[config.mk]
export PLATFORM = sky130hd
export DESIGN_NAME = status_led_pattern_generator
export DESIGN_NICKNAME = d
export VERILOG_FILES = /design/src/rtl/core/slpg_pkg.sv /design/src/rtl/core/slpg_mod_unit.sv /design/src/rtl/core/slpg_div_unit.sv /design/src/rtl/core/slpg_scaler.sv /design/src/rtl/core/status_led_pattern_generator.sv
export SDC_FILE = /design/constraint.sdc
export NUM_CORES = 1
export LEC_CHECK = 0
export BUFFER_PORTS_ARGS = -buffer_cell sky130_fd_sc_hd__buf_2
export CAP_MARGIN = 20
export CORE_AREA = 2 2 209 211
export CTS_CLUSTER_SIZE = 10
export DETAILED_ROUTE_END_ITERATION = 12
export DIE_AREA = 0 0 211 213
export PLACE_DENSITY = 0.77
export SETUP_SLACK_MARGIN = 0.3
export SLEW_MARGIN = 30
export SYNTH_ARGS = -nofsm -noshare
export SYNTH_HDL_FRONTEND = slang
export SYNTH_HIERARCHICAL = 1
export SYNTH_SLANG_ARGS = --single-unit
[constraint.sdc]
create_clock -name clk -period 9.4 [get_ports clk]
set_input_delay 0 -clock clk [delete_from_list [all_inputs] [get_ports clk]]
set_output_delay 0 -clock clk [all_outputs]
set_load 0.02 [all_outputs]
[src/rtl/core/slpg_pkg.sv]
// ----------------------------------------------------------------------------
// slpg_pkg
// Shared types, colour codes and arithmetic helpers for the status LED
// pattern generator.
// ----------------------------------------------------------------------------
package slpg_pkg;

  typedef enum logic [2:0] {
    S_IDLE,
    S_MOD,
    S_DECIDE,
    S_DIV,
    S_SCALE,
    S_DONE
  } state_t;

  typedef enum logic [2:0] {
    COL_WHITE = 3'd0,
    COL_BLUE  = 3'd1,
    COL_GREEN = 3'd2,
    COL_AMBER = 3'd3,
    COL_RED   = 3'd4,
    COL_OFF   = 3'd5
  } colour_t;

  // per channel palette entry: 0, 100 or 255
  typedef enum logic [1:0] {
    LV_ZERO,
    LV_FULL,
    LV_MID
  } chan_sel_t;

  typedef struct packed {
    chan_sel_t r;
    chan_sel_t g;
    chan_sel_t b;
  } pix_sel_t;

  localparam logic [2:0] REG_BRIGHTNESS_CAP = 3'd0;
  localparam logic [2:0] REG_SHORT_HOLD_MS  = 3'd1;
  localparam logic [2:0] REG_RESET_HOLD_MS  = 3'd2;
  localparam logic [2:0] REG_FLASH_LEN      = 3'd3;
  localparam logic [2:0] REG_BREATHE_LEN    = 3'd4;

  localparam logic [7:0]  RST_BRIGHTNESS_CAP = 8'd48;
  localparam logic [15:0] RST_SHORT_HOLD_MS  = 16'd1000;
  localparam logic [15:0] RST_RESET_HOLD_MS  = 16'd10000;
  localparam logic [7:0]  RST_FLASH_LEN      = 8'd33;
  localparam logic [9:0]  RST_BREATHE_LEN    = 10'd83;

  localparam logic [15:0] SOLID_LEFT_MS  = 16'd2000;
  localparam logic [7:0]  LEVEL_MAX      = 8'd255;
  localparam logic [7:0]  LEVEL_STEADY   = 8'd90;
  localparam logic [7:0]  LEVEL_MID      = 8'd100;
  localparam logic [7:0]  BREATHE_FLOOR  = 8'd30;
  localparam logic [7:0]  BREATHE_SPAN   = 8'd225;
  localparam logic [2:0]  STROBE_MOD     = 3'd6;
  localparam logic [2:0]  STROBE_ON      = 3'd3;
  localparam logic [3:0]  REFRESH_MOD    = 4'd10;
  localparam logic [8:0]  THIRD_MUL      = 9'd171;
  localparam int          THIRD_SHIFT    = 9;

  localparam int DIV_BITS = 18;
  localparam int DEN_BITS = 9;

  typedef struct packed {
    logic       done;
    logic [9:0] rem_p;
    logic [2:0] rem6;
    logic [3:0] rem10;
  } mod_rsp_t;

  typedef struct packed {
    logic                start;
    logic [DIV_BITS-1:0] num;
    logic [DEN_BITS-1:0] den;
  } div_req_t;

  typedef struct packed {
    logic                done;
    logic [DIV_BITS-1:0] quo;
  } div_rsp_t;

  typedef struct packed {
    logic       start;
    colour_t    colour;
    logic [7:0] level;
  } scl_req_t;

  typedef struct packed {
    logic       done;
    logic [7:0] red;
    logic [7:0] green;
    logic [7:0] blue;
  } scl_rsp_t;

  // exact x / 255 for any product of two bytes
  function automatic logic [7:0] div255(input logic [15:0] x);
    logic [16:0] t;
    begin
      t = {1'b0, x} + 17'(x[15:8]) + 17'd1;
      return t[15:8];
    end
  endfunction

  function automatic pix_sel_t palette_sel(input colour_t c);
    pix_sel_t p;
    begin
      case (c)
        COL_WHITE: p = '{LV_FULL, LV_FULL, LV_FULL};
        COL_BLUE:  p = '{LV_ZERO, LV_ZERO, LV_FULL};
        COL_GREEN: p = '{LV_ZERO, LV_FULL, LV_ZERO};
        COL_AMBER: p = '{LV_FULL, LV_MID, LV_ZERO};
        COL_RED:   p = '{LV_FULL, LV_ZERO, LV_ZERO};
        default:   p = '{LV_ZERO, LV_ZERO, LV_ZERO};
      endcase
      return p;
    end
  endfunction

endpackage

[src/rtl/core/slpg_mod_unit.sv]
// ----------------------------------------------------------------------------
// slpg_mod_unit
// Bit-serial residues of the tick count modulo the breathe period, 6 and 10,
// one tick bit per cycle, most significant first.
// ----------------------------------------------------------------------------
module slpg_mod_unit #(
  parameter int TICK_BITS = 32
) (
  input  logic                  clk,
  input  logic                  rst,
  input  logic                  start,
  input  logic [TICK_BITS-1:0]  tick,
  input  logic [9:0]            period,
  output slpg_pkg::mod_rsp_t    rsp
);
  import slpg_pkg::*;

  localparam int CW = $clog2(TICK_BITS + 1);

  logic [TICK_BITS-1:0] shreg;
  logic [CW-1:0]        cnt;
  logic                 busy;
  logic                 done;
  logic [9:0]           rem_p;
  logic [2:0]           rem6;
  logic [3:0]           rem10;
  logic                 b;
  logic [10:0]          tp;
  logic [3:0]           t6;
  logic [4:0]           t10;
  logic [9:0]           rem_p_next;
  logic [2:0]           rem6_next;
  logic [3:0]           rem10_next;

  always_comb begin
    b   = shreg[TICK_BITS-1];
    tp  = {rem_p, b};
    t6  = {rem6, b};
    t10 = {rem10, b};
    rem_p_next = (tp >= {1'b0, period}) ? 10'(tp - {1'b0, period}) : tp[9:0];
    rem6_next  = (t6 >= {1'b0, STROBE_MOD}) ? 3'(t6 - {1'b0, STROBE_MOD}) : t6[2:0];
    rem10_next = (t10 >= {1'b0, REFRESH_MOD}) ? 4'(t10 - {1'b0, REFRESH_MOD}) : t10[3:0];
  end

  always_ff @(posedge clk) begin
    if (rst) begin
      busy <= 1'b0;
      done <= 1'b0;
      cnt  <= '0;
    end else begin
      done <= 1'b0;
      if (start) begin
        busy <= 1'b1;
        cnt  <= CW'(TICK_BITS);
      end else if (busy) begin
        cnt <= cnt - 1'b1;
        if (cnt == CW'(1)) begin
          busy <= 1'b0;
          done <= 1'b1;
        end
      end
    end
  end

  always_ff @(posedge clk) begin
    if (start) begin
      shreg <= tick;
      rem_p <= '0;
      rem6  <= '0;
      rem10 <= '0;
    end else if (busy) begin
      shreg <= {shreg[TICK_BITS-2:0], 1'b0};
      rem_p <= rem_p_next;
      rem6  <= rem6_next;
      rem10 <= rem10_next;
    end
  end

  assign rsp.done  = done;
  assign rsp.rem_p = rem_p;
  assign rsp.rem6  = rem6;
  assign rsp.rem10 = rem10;

endmodule

[src/rtl/core/slpg_div_unit.sv]
// ----------------------------------------------------------------------------
// slpg_div_unit
// Restoring bit-serial divider for the breathe level, one quotient bit per
// cycle.
// ----------------------------------------------------------------------------
module slpg_div_unit (
  input  logic               clk,
  input  logic               rst,
  input  slpg_pkg::div_req_t req,
  output slpg_pkg::div_rsp_t rsp
);
  import slpg_pkg::*;

  localparam int CW = $clog2(DIV_BITS + 1);

  logic [DIV_BITS-1:0] quo;
  logic [DEN_BITS-1:0] rem;
  logic [DEN_BITS-1:0] den;
  logic [CW-1:0]       cnt;
  logic                busy;
  logic                done;
  logic [DEN_BITS:0]   t;
  logic                qbit;
  logic [DEN_BITS-1:0] rem_next;

  always_comb begin
    t    = {rem, quo[DIV_BITS-1]};
    qbit = (t >= {1'b0, den});
    rem_next = qbit ? DEN_BITS'(t - {1'b0, den}) : t[DEN_BITS-1:0];
  end

  always_ff @(posedge clk) begin
    if (rst) begin
      busy <= 1'b0;
      done <= 1'b0;
      cnt  <= '0;
    end else begin
      done <= 1'b0;
      if (req.start) begin
        busy <= 1'b1;
        cnt  <= CW'(DIV_BITS);
      end else if (busy) begin
        cnt <= cnt - 1'b1;
        if (cnt == CW'(1)) begin
          busy <= 1'b0;
          done <= 1'b1;
        end
      end
    end
  end

  always_ff @(posedge clk) begin
    if (req.start) begin
      quo <= req.num;
      den <= req.den;
      rem <= '0;
    end else if (busy) begin
      quo <= {quo[DIV_BITS-2:0], qbit};
      rem <= rem_next;
    end
  end

  assign rsp.done = done;
  assign rsp.quo  = quo;

endmodule

[src/rtl/core/slpg_scaler.sv]
// ----------------------------------------------------------------------------
// slpg_scaler
// Scales the palette colour by the animation level and then by the
// brightness cap, each step truncating by 255.
// ----------------------------------------------------------------------------
module slpg_scaler (
  input  logic               clk,
  input  logic               rst,
  input  slpg_pkg::scl_req_t req,
  input  logic [7:0]         cap,
  output slpg_pkg::scl_rsp_t rsp
);
  import slpg_pkg::*;

  logic [3:0]  vld;
  colour_t     col;
  logic [7:0]  lvl;
  logic [15:0] p100;
  logic [7:0]  s100;
  logic [15:0] pa;
  logic [15:0] pb;
  logic [7:0]  qa;
  logic [7:0]  qb;
  pix_sel_t    sel;
  logic [7:0]  red;
  logic [7:0]  green;
  logic [7:0]  blue;

  function automatic logic [7:0] pick(input chan_sel_t s, input logic [7:0] full,
                                      input logic [7:0] mid);
    logic [7:0] v;
    begin
      case (s)
        LV_FULL: v = full;
        LV_MID:  v = mid;
        default: v = 8'd0;
      endcase
      return v;
    end
  endfunction

  always_ff @(posedge clk) begin
    if (rst) begin
      vld <= '0;
    end else begin
      vld <= {vld[2:0], req.start};
    end
  end

  always_ff @(posedge clk) begin
    if (req.start) begin
      col  <= req.colour;
      lvl  <= req.level;
      p100 <= 16'(req.level) * 16'(LEVEL_MID);
    end
    if (vld[0]) begin
      s100 <= div255(p100);
    end
    if (vld[1]) begin
      pa <= 16'(lvl) * 16'(cap);
      pb <= 16'(s100) * 16'(cap);
    end
    if (vld[2]) begin
      red   <= pick(sel.r, qa, qb);
      green <= pick(sel.g, qa, qb);
      blue  <= pick(sel.b, qa, qb);
    end
  end

  always_comb begin
    sel = palette_sel(col);
    qa  = div255(pa);
    qb  = div255(pb);
  end

  assign rsp.done  = vld[3];
  assign rsp.red   = red;
  assign rsp.green = green;
  assign rsp.blue  = blue;

endmodule

[src/rtl/core/status_led_pattern_generator.sv]
// ----------------------------------------------------------------------------
// status_led_pattern_generator
// One animation tick in, one dimmed RGB pixel out, chosen by button hold,
// relay confirm flash, provisioning and connectivity state.
// ----------------------------------------------------------------------------
// One tick is handled at a time. The tick count is reduced modulo the
// breathe period, 6 and 10 one bit per cycle; when the pixel breathes, the
// breathe level comes from a serial divider; then the level and cap scaling
// runs through a registered pipeline. The result sits in an output register,
// so a new tick is taken while the previous pixel waits; the next pixel is
// held back until that one is taken. The user is to write configuration
// only while the block is idle; the block itself does not enforce this. One
// register is written per transaction; unknown indexes are ignored.
module status_led_pattern_generator #(
  parameter int TICK_BITS = 32
) (
  input  logic                 clk,
  input  logic                 rst,
  input  logic                 cfg_valid,
  output logic                 cfg_ready,
  input  logic [2:0]           cfg_index,
  input  logic [15:0]          cfg_data,
  input  logic                 in_valid,
  output logic                 in_ready,
  input  logic [15:0]          held_ms,
  input  logic                 relay_on,
  input  logic                 provisioned,
  input  logic                 ble_connected,
  input  logic                 link_up,
  input  logic                 cloud_ready,
  input  logic [1:0]           prov_state,
  output logic                 out_valid,
  input  logic                 out_ready,
  output logic [7:0]           red,
  output logic [7:0]           green,
  output logic [7:0]           blue
);
  import slpg_pkg::*;

  // configuration
  logic [7:0]  brightness_cap;
  logic [15:0] short_hold_ms;
  logic [15:0] reset_hold_ms;
  logic [7:0]  confirm_len;
  logic [9:0]  breathe_len;

  // pattern state
  logic [TICK_BITS-1:0] tick_count;
  logic                 prev_relay;
  logic                 relay_seen;
  logic [7:0]           confirm_left;
  logic                 confirm_state;
  colour_t              base_colour;
  logic                 setup_mode;

  // captured tick
  logic [15:0] held_r;
  logic        relay_r;
  logic        prov_r;
  logic        ble_r;
  logic        link_r;
  logic        cloud_r;
  logic [1:0]  pstate_r;

  state_t   state;
  state_t   state_next;
  colour_t  col_r;
  mod_rsp_t mod_rsp;
  div_req_t div_req;
  div_rsp_t div_rsp;
  scl_req_t scl_req;
  scl_rsp_t scl_rsp;
  logic     in_acc;
  logic     mod_start;
  logic     out_load;

  // decision
  logic       prev_relay_next;
  logic       relay_seen_next;
  logic [7:0] confirm_left_next;
  logic       confirm_state_next;
  colour_t    base_colour_next;
  logic       setup_mode_next;
  colour_t    col_d;
  logic [7:0] lvl_d;
  logic       brth_d;
  logic       near_wipe;
  logic [7:0] third;
  logic [7:0] cl_dec;
  logic [8:0] half;
  logic [9:0] up;
  logic [7:0] brth_lvl;
  logic [7:0] blink_lvl;

  assign cfg_ready = 1'b1;
  assign in_acc    = in_valid && in_ready;

  always_ff @(posedge clk) begin
    if (rst) begin
      brightness_cap <= RST_BRIGHTNESS_CAP;
      short_hold_ms  <= RST_SHORT_HOLD_MS;
      reset_hold_ms  <= RST_RESET_HOLD_MS;
      confirm_len    <= RST_FLASH_LEN;
      breathe_len    <= RST_BREATHE_LEN;
    end else if (cfg_valid && cfg_ready) begin
      case (cfg_index)
        REG_BRIGHTNESS_CAP: brightness_cap <= cfg_data[7:0];
        REG_SHORT_HOLD_MS:  short_hold_ms  <= cfg_data;
        REG_RESET_HOLD_MS:  reset_hold_ms  <= cfg_data;
        REG_FLASH_LEN:      confirm_len    <= cfg_data[7:0];
        REG_BREATHE_LEN:    breathe_len    <= cfg_data[9:0];
        default: ;
      endcase
    end
  end

  slpg_mod_unit #(
    .TICK_BITS (TICK_BITS)
  ) u_mod (
    .clk    (clk),
    .rst    (rst),
    .start  (mod_start),
    .tick   (tick_count + 1'b1),
    .period (breathe_len),
    .rsp    (mod_rsp)
  );

  slpg_div_unit u_div (
    .clk (clk),
    .rst (rst),
    .req (div_req),
    .rsp (div_rsp)
  );

  slpg_scaler u_scl (
    .clk (clk),
    .rst (rst),
    .req (scl_req),
    .cap (brightness_cap),
    .rsp (scl_rsp)
  );

  // priority decision on the captured tick
  always_comb begin
    relay_seen_next    = relay_seen;
    prev_relay_next    = prev_relay;
    confirm_left_next  = confirm_left;
    confirm_state_next = confirm_state;
    base_colour_next   = base_colour;
    setup_mode_next    = setup_mode;
    col_d              = COL_OFF;
    lvl_d              = 8'd0;
    brth_d             = 1'b0;

    if (!relay_seen) begin
      relay_seen_next = 1'b1;
      prev_relay_next = relay_r;
    end else if (relay_r != prev_relay) begin
      confirm_left_next  = confirm_len;
      confirm_state_next = relay_r;
      prev_relay_next    = relay_r;
    end

    near_wipe = (held_r >= reset_hold_ms) || ((reset_hold_ms - held_r) <= SOLID_LEFT_MS);
    third     = 8'((17'(confirm_len) * 17'(THIRD_MUL)) >> THIRD_SHIFT);
    cl_dec    = confirm_left_next - 1'b1;
    blink_lvl = tick_count[3] ? 8'd0 : LEVEL_MAX;

    if (held_r >= short_hold_ms) begin
      col_d = COL_RED;
      lvl_d = (near_wipe || (mod_rsp.rem6 < STROBE_ON)) ? LEVEL_MAX : 8'd0;
    end else if (held_r != 16'd0) begin
      col_d             = COL_OFF;
      lvl_d             = 8'd0;
      confirm_left_next = 8'd0;
    end else if (confirm_left_next != 8'd0) begin
      confirm_left_next = cl_dec;
      lvl_d             = LEVEL_MAX;
      if ({1'b0, cl_dec} > {third, 1'b0}) begin
        col_d = COL_WHITE;
      end else if (cl_dec > third) begin
        col_d = confirm_state_next ? COL_GREEN : COL_RED;
      end else begin
        col_d = COL_WHITE;
      end
    end else begin
      if (mod_rsp.rem10 == 4'd0) begin
        setup_mode_next = !prov_r;
        if (!prov_r) begin
          base_colour_next = COL_WHITE;
        end else if (ble_r) begin
          base_colour_next = COL_BLUE;
        end else if (link_r && cloud_r) begin
          base_colour_next = COL_GREEN;
        end else begin
          base_colour_next = COL_AMBER;
        end
      end
      if (setup_mode_next) begin
        if (pstate_r == 2'd1) begin
          col_d = COL_GREEN;
          lvl_d = blink_lvl;
        end else if (pstate_r[1]) begin
          col_d = COL_RED;
          lvl_d = blink_lvl;
        end else begin
          col_d  = COL_WHITE;
          brth_d = 1'b1;
        end
      end else if (relay_r) begin
        col_d  = base_colour_next;
        brth_d = 1'b1;
      end else begin
        col_d = base_colour_next;
        lvl_d = LEVEL_STEADY;
      end
    end
  end

  // breathe triangle
  always_comb begin
    half = breathe_len[9:1];
    up   = (mod_rsp.rem_p < {1'b0, half}) ? mod_rsp.rem_p : breathe_len - mod_rsp.rem_p;
    brth_lvl = (div_rsp.quo >= DIV_BITS'(LEVEL_MAX - BREATHE_FLOOR + 8'd1)) ? LEVEL_MAX
             : 8'(div_rsp.quo[7:0] + BREATHE_FLOOR);
  end

  always_ff @(posedge clk) begin
    if (rst) begin
      state <= S_IDLE;
    end else begin
      state <= state_next;
    end
  end

  always_comb begin
    state_next     = state;
    in_ready       = 1'b0;
    mod_start      = 1'b0;
    out_load       = 1'b0;
    div_req.start  = 1'b0;
    div_req.num    = DIV_BITS'(up) * DIV_BITS'(BREATHE_SPAN);
    div_req.den    = half;
    scl_req.start  = 1'b0;
    scl_req.colour = col_d;
    scl_req.level  = lvl_d;
    case (state)
      S_IDLE: begin
        in_ready = 1'b1;
        if (in_valid) begin
          mod_start  = 1'b1;
          state_next = S_MOD;
        end
      end
      S_MOD: begin
        if (mod_rsp.done) begin
          state_next = S_DECIDE;
        end
      end
      S_DECIDE: begin
        if (brth_d && (half != 9'd0)) begin
          div_req.start = 1'b1;
          state_next    = S_DIV;
        end else begin
          scl_req.start = 1'b1;
          scl_req.level = brth_d ? LEVEL_MAX : lvl_d;
          state_next    = S_SCALE;
        end
      end
      S_DIV: begin
        scl_req.colour = col_r;
        scl_req.level  = brth_lvl;
        if (div_rsp.done) begin
          scl_req.start = 1'b1;
          state_next    = S_SCALE;
        end
      end
      S_SCALE: begin
        if (scl_rsp.done) begin
          state_next = S_DONE;
        end
      end
      S_DONE: begin
        if (!out_valid || out_ready) begin
          out_load   = 1'b1;
          state_next = S_IDLE;
        end
      end
      default: begin
        state_next = S_IDLE;
      end
    endcase
  end

  always_ff @(posedge clk) begin
    if (rst) begin
      tick_count    <= '0;
      prev_relay    <= 1'b0;
      relay_seen    <= 1'b0;
      confirm_left  <= '0;
      confirm_state <= 1'b0;
      base_colour   <= COL_WHITE;
      setup_mode    <= 1'b1;
    end else begin
      if (in_acc) begin
        tick_count <= tick_count + 1'b1;
      end
      if (state == S_DECIDE) begin
        prev_relay    <= prev_relay_next;
        relay_seen    <= relay_seen_next;
        confirm_left  <= confirm_left_next;
        confirm_state <= confirm_state_next;
        base_colour   <= base_colour_next;
        setup_mode    <= setup_mode_next;
      end
    end
  end

  always_ff @(posedge clk) begin
    if (in_acc) begin
      held_r   <= held_ms;
      relay_r  <= relay_on;
      prov_r   <= provisioned;
      ble_r    <= ble_connected;
      link_r   <= link_up;
      cloud_r  <= cloud_ready;
      pstate_r <= prov_state;
    end
    if (state == S_DECIDE) begin
      col_r <= col_d;
    end
    if (out_load) begin
      red   <= scl_rsp.red;
      green <= scl_rsp.green;
      blue  <= scl_rsp.blue;
    end
  end

  always_ff @(posedge clk) begin
    if (rst) begin
      out_valid <= 1'b0;
    end else if (out_load) begin
      out_valid <= 1'b1;
    end else if (out_ready) begin
      out_valid <= 1'b0;
    end
  end

endmodule

==> impl_metrics.yaml <==
outcome:
  status: "complete, no violations"
clock_network:
  ctsResizeCount: 0
  cts.sinks: 347
  clk_pin_slew_ps: 60
  cts_root_buffer: "clkbuf_16"
  h-tree-depth: 2
  post_cts_buffers: 0
  clock_path_buffers: 3
  cts_hold_buf: 48
  cts_tree: "yes"
  cts_buffers: 42
  clock_latency_ps: 590
final_layout:
  register_area_um2: 8890
  final_common_cell: "ha_1"
  finalNetCount: 3134
  multi_input_area_um2: 15100
  fillCellCount: 3291
  layout.cells.non_filler: 3280
  mostFrequentLayoutCells: "290 x ha_1, 285 x inv_1, 254 x nand2_1"
  area_growth_pct: 10.4
  layout-drive-gt1-share_pct: 8.90
timing:
  setup_tns_ps: 0
  max_slew_margin_pct: 34.5
  setup_viol: 0
  hold_viol_final: 0
  min_period_ps: 6810
  rsz0062_at_grt: "no"
  fin_crit_sh_pct: 72.4
  fin_skew_ps: 44.2
  fmax_mhz: 147
  worstMarginPinSlew_ps: 968
  final-max-slew-violation-count: 0
worst_setup_path:
  regToRegSetupSlack_ps: 2590
  worst_ep_required_time_ps: 9710
  critPathLaunchType: "register"
  endpoint: "u_scl/p100[14]"
  path_buf_inv: 2
  cp_max_fo: 14
  path_depth: 22
  critPathKind: "register to register"
  critical_path.slowest_cell: "a311oi_1"
  slowest_delay_ps: 710
  reg2regPathDepth: 22
  path_common_cell: "ha_1"
  critical_path.cell_chain: "xor2_1 > nand2_1 > mux2i_1 > ha_1 > o21ai_0 > o21bai_1 > a311oi_1 > a21oi_1 > a311oi_1 > a21oi_1 > ha_1 > ha_1 > inv_1 > fa_1 > inv_1 > ha_1 > a21o_1 > a21oi_1 > nor2b_1 > o21a_1 > o41a_1 > xor2_1"
  worstSetupEndpointType: "register"
  reg2reg_to: "u_scl/p100[14]"
  timing.rr.start: "relay_r"
  critPathArrivalTime_ps: 7110
  crit_path_start: "relay_r"
  cp_top_family: "compound AO/OA/AOI/OAI gates"
global_route:
  grt_max_degree: 88
  antenna_found_initial: 4
  overflow: 0
  grt_pass1_vias: 19000
  gr-usage-all-layers_pct: 25.5
  grt_first_pass_wirelength_um: 92600
place:
  place_inst: 3149
  dpl.hpwl_um: 41100
  gp_congestion: 0.958
  io_buffers: 72
floorplan:
  initial_core_util_pct: 59.3
  die-area_um2: 44900
  fp.dieH_um: 213
  io-pin-count: 74
  core_region_area_um2: 42700
  die_width_um: 211
  rows: 76
yosys:
  yosysSeqAreaShare_pct: 35.1
  ys_ff_latch: 347
  yosys_warnings: 6
  syn_avg_cell_area_um2: 9.76
  ys.flop_type: "edfxtp_1"
  synth_area_um2: 25300
  synthCells: 2595
  synth.distinct_cells: 106
  async_reset_ff_share_pct: 0
  syn-num-nets: 3034
  synth_edf_count: 194
hold_path:
  worstHoldStart: "cfg_index[0]"
  hold_path_class: "input port to register"
route:
  drtIter0Drc: 960
  ant_nets: 0
  dr.pass1.iters: 5
  routed_wl_um: 56300
  vias_per_cell: 5.77
  wire_per_inst_um: 17.2
  vias: 18900
  drc_errors: 0
flow_run:
  drv_cap: 0
power:
  peakVddDrop_v: 0.000267
  p_per_area_nw_per_um2: 196
  p_leak_nw: 12.1
-- cells by family after synthesis --
family	share of synthesized area, %
AND/OR/NAND/NOR	15.6
AO/OA/AOI/OAI	11.8
adder cells (fa/ha/maj)	22.5
buffers and inverters	5.54
flip-flops	35.1
XOR/XNOR	5.91
multiplexers	3.53
other	0.0148
-- how the worst min path moves through the flow --
stage	end	slack, ps	cells after the start
after detailed placement	held_r[4]	180	1
final	confirm_len[3]	40	4
after global placement	link_r	180	1
after floorplan	u_scl/vld[0]	70	1
after global routing	confirm_len[3]	60	4
after CTS	brightness_cap[4]	3	5
-- Yosys cell counts, types with 12 or more instances --
cell type  number  area [um2]
nor2_1        191         717
ha_1          290        3630
mux2i_1        26         260
nand2b_1       18         113
edfxtp_1      194        5830
xnor2_1       100         876
nand4_1        21         131
and3_1         14        87.6
a21oi_1       141         706
xor2_1         71         622
o21ai_0        67         335
nor3_1         39         195
nor2b_1        21         131
nand3b_1       17         128
nor4_1         14        87.6
clkbuf_1       55         206
fa_1          102        2040
a21o_1         30         225
a211oi_1       22         165
and2_1        107         669
o21a_1         21         158
o211ai_1       13        97.6
mux2_2         52         586
o21ai_1        12        60.1
a31oi_1        15        93.8
nand2_1       254         953
inv_1         285        1070
or3_1          15        93.8
nand3_1        46         230
dfxtp_1       153        3060
-- power by group --
group          switching (W)  total (W)  internal (W)
sequential         0.0000578    0.00174       0.00169
combinational        0.00119    0.00218      0.000994
clock               0.000641    0.00156      0.000920
-- metal layers --
layer | vias up | wire length [um] | part of all wire [%] | GRT usage [%]
met3 | 134 | 2690 | 4.8 | 3.75
met2 | 477 | 27700 | 49 | 44.7
met1 | 9110 | 23500 | 42 | 31.0
li1 | 9190 | - | - | -
met4 | 0 | 2330 | 4.1 | 12.0
met5 | - | 0 | 0 | 0
-- tightest hold or removal path, stage by stage --
cell     delay [ps]
buf_2           130
and3_1          270
nand2_1         110
a21oi_1          60
-- per-stage QoR --
step	area, um2	worst slack (ps)	utilization, %	hold WS (ps)	power, W
3_3_place_gp	26100	2860	61.2	177	0.00386
2_1_floorplan	25300	3100	-	71.6	0.00349
3_5_place_dp	26100	2690	61.2	178	0.00392
6_report	28000	2590	65.5	38.9	0.00549
5_1_grt	28000	2120	65.5	61.6	0.00594
4_1_cts	27900	2620	65.4	2.56	0.00554
-- state kept, by name, indices dropped and copies added (netlist names), 10 cells and up --
register       count
u_mod/shreg       32
u_div/quo         18
held_r            16
u_scl/pa          16
short_hold_ms     16
reset_hold_ms     16
u_mod/rem_p       10
breathe_len       10
u_scl/p100        10
u_scl/pb          16
tick_count        32
-- area by class of cell --
class | instances | share of cell area (%)
Clock buffer | 74 | 4.41
Clock inverter | 4 | 0.313
Tap cell | 546 | 2.44
Timing Repair Buffer | 129 | 3.27
Inverter | 289 | 3.88
Antenna cell | 5 | 0.0448
Sequential cell | 347 | 31.8
Multi-Input combinational cell | 1886 | 53.8
Power figures use the tool's default switching activity.
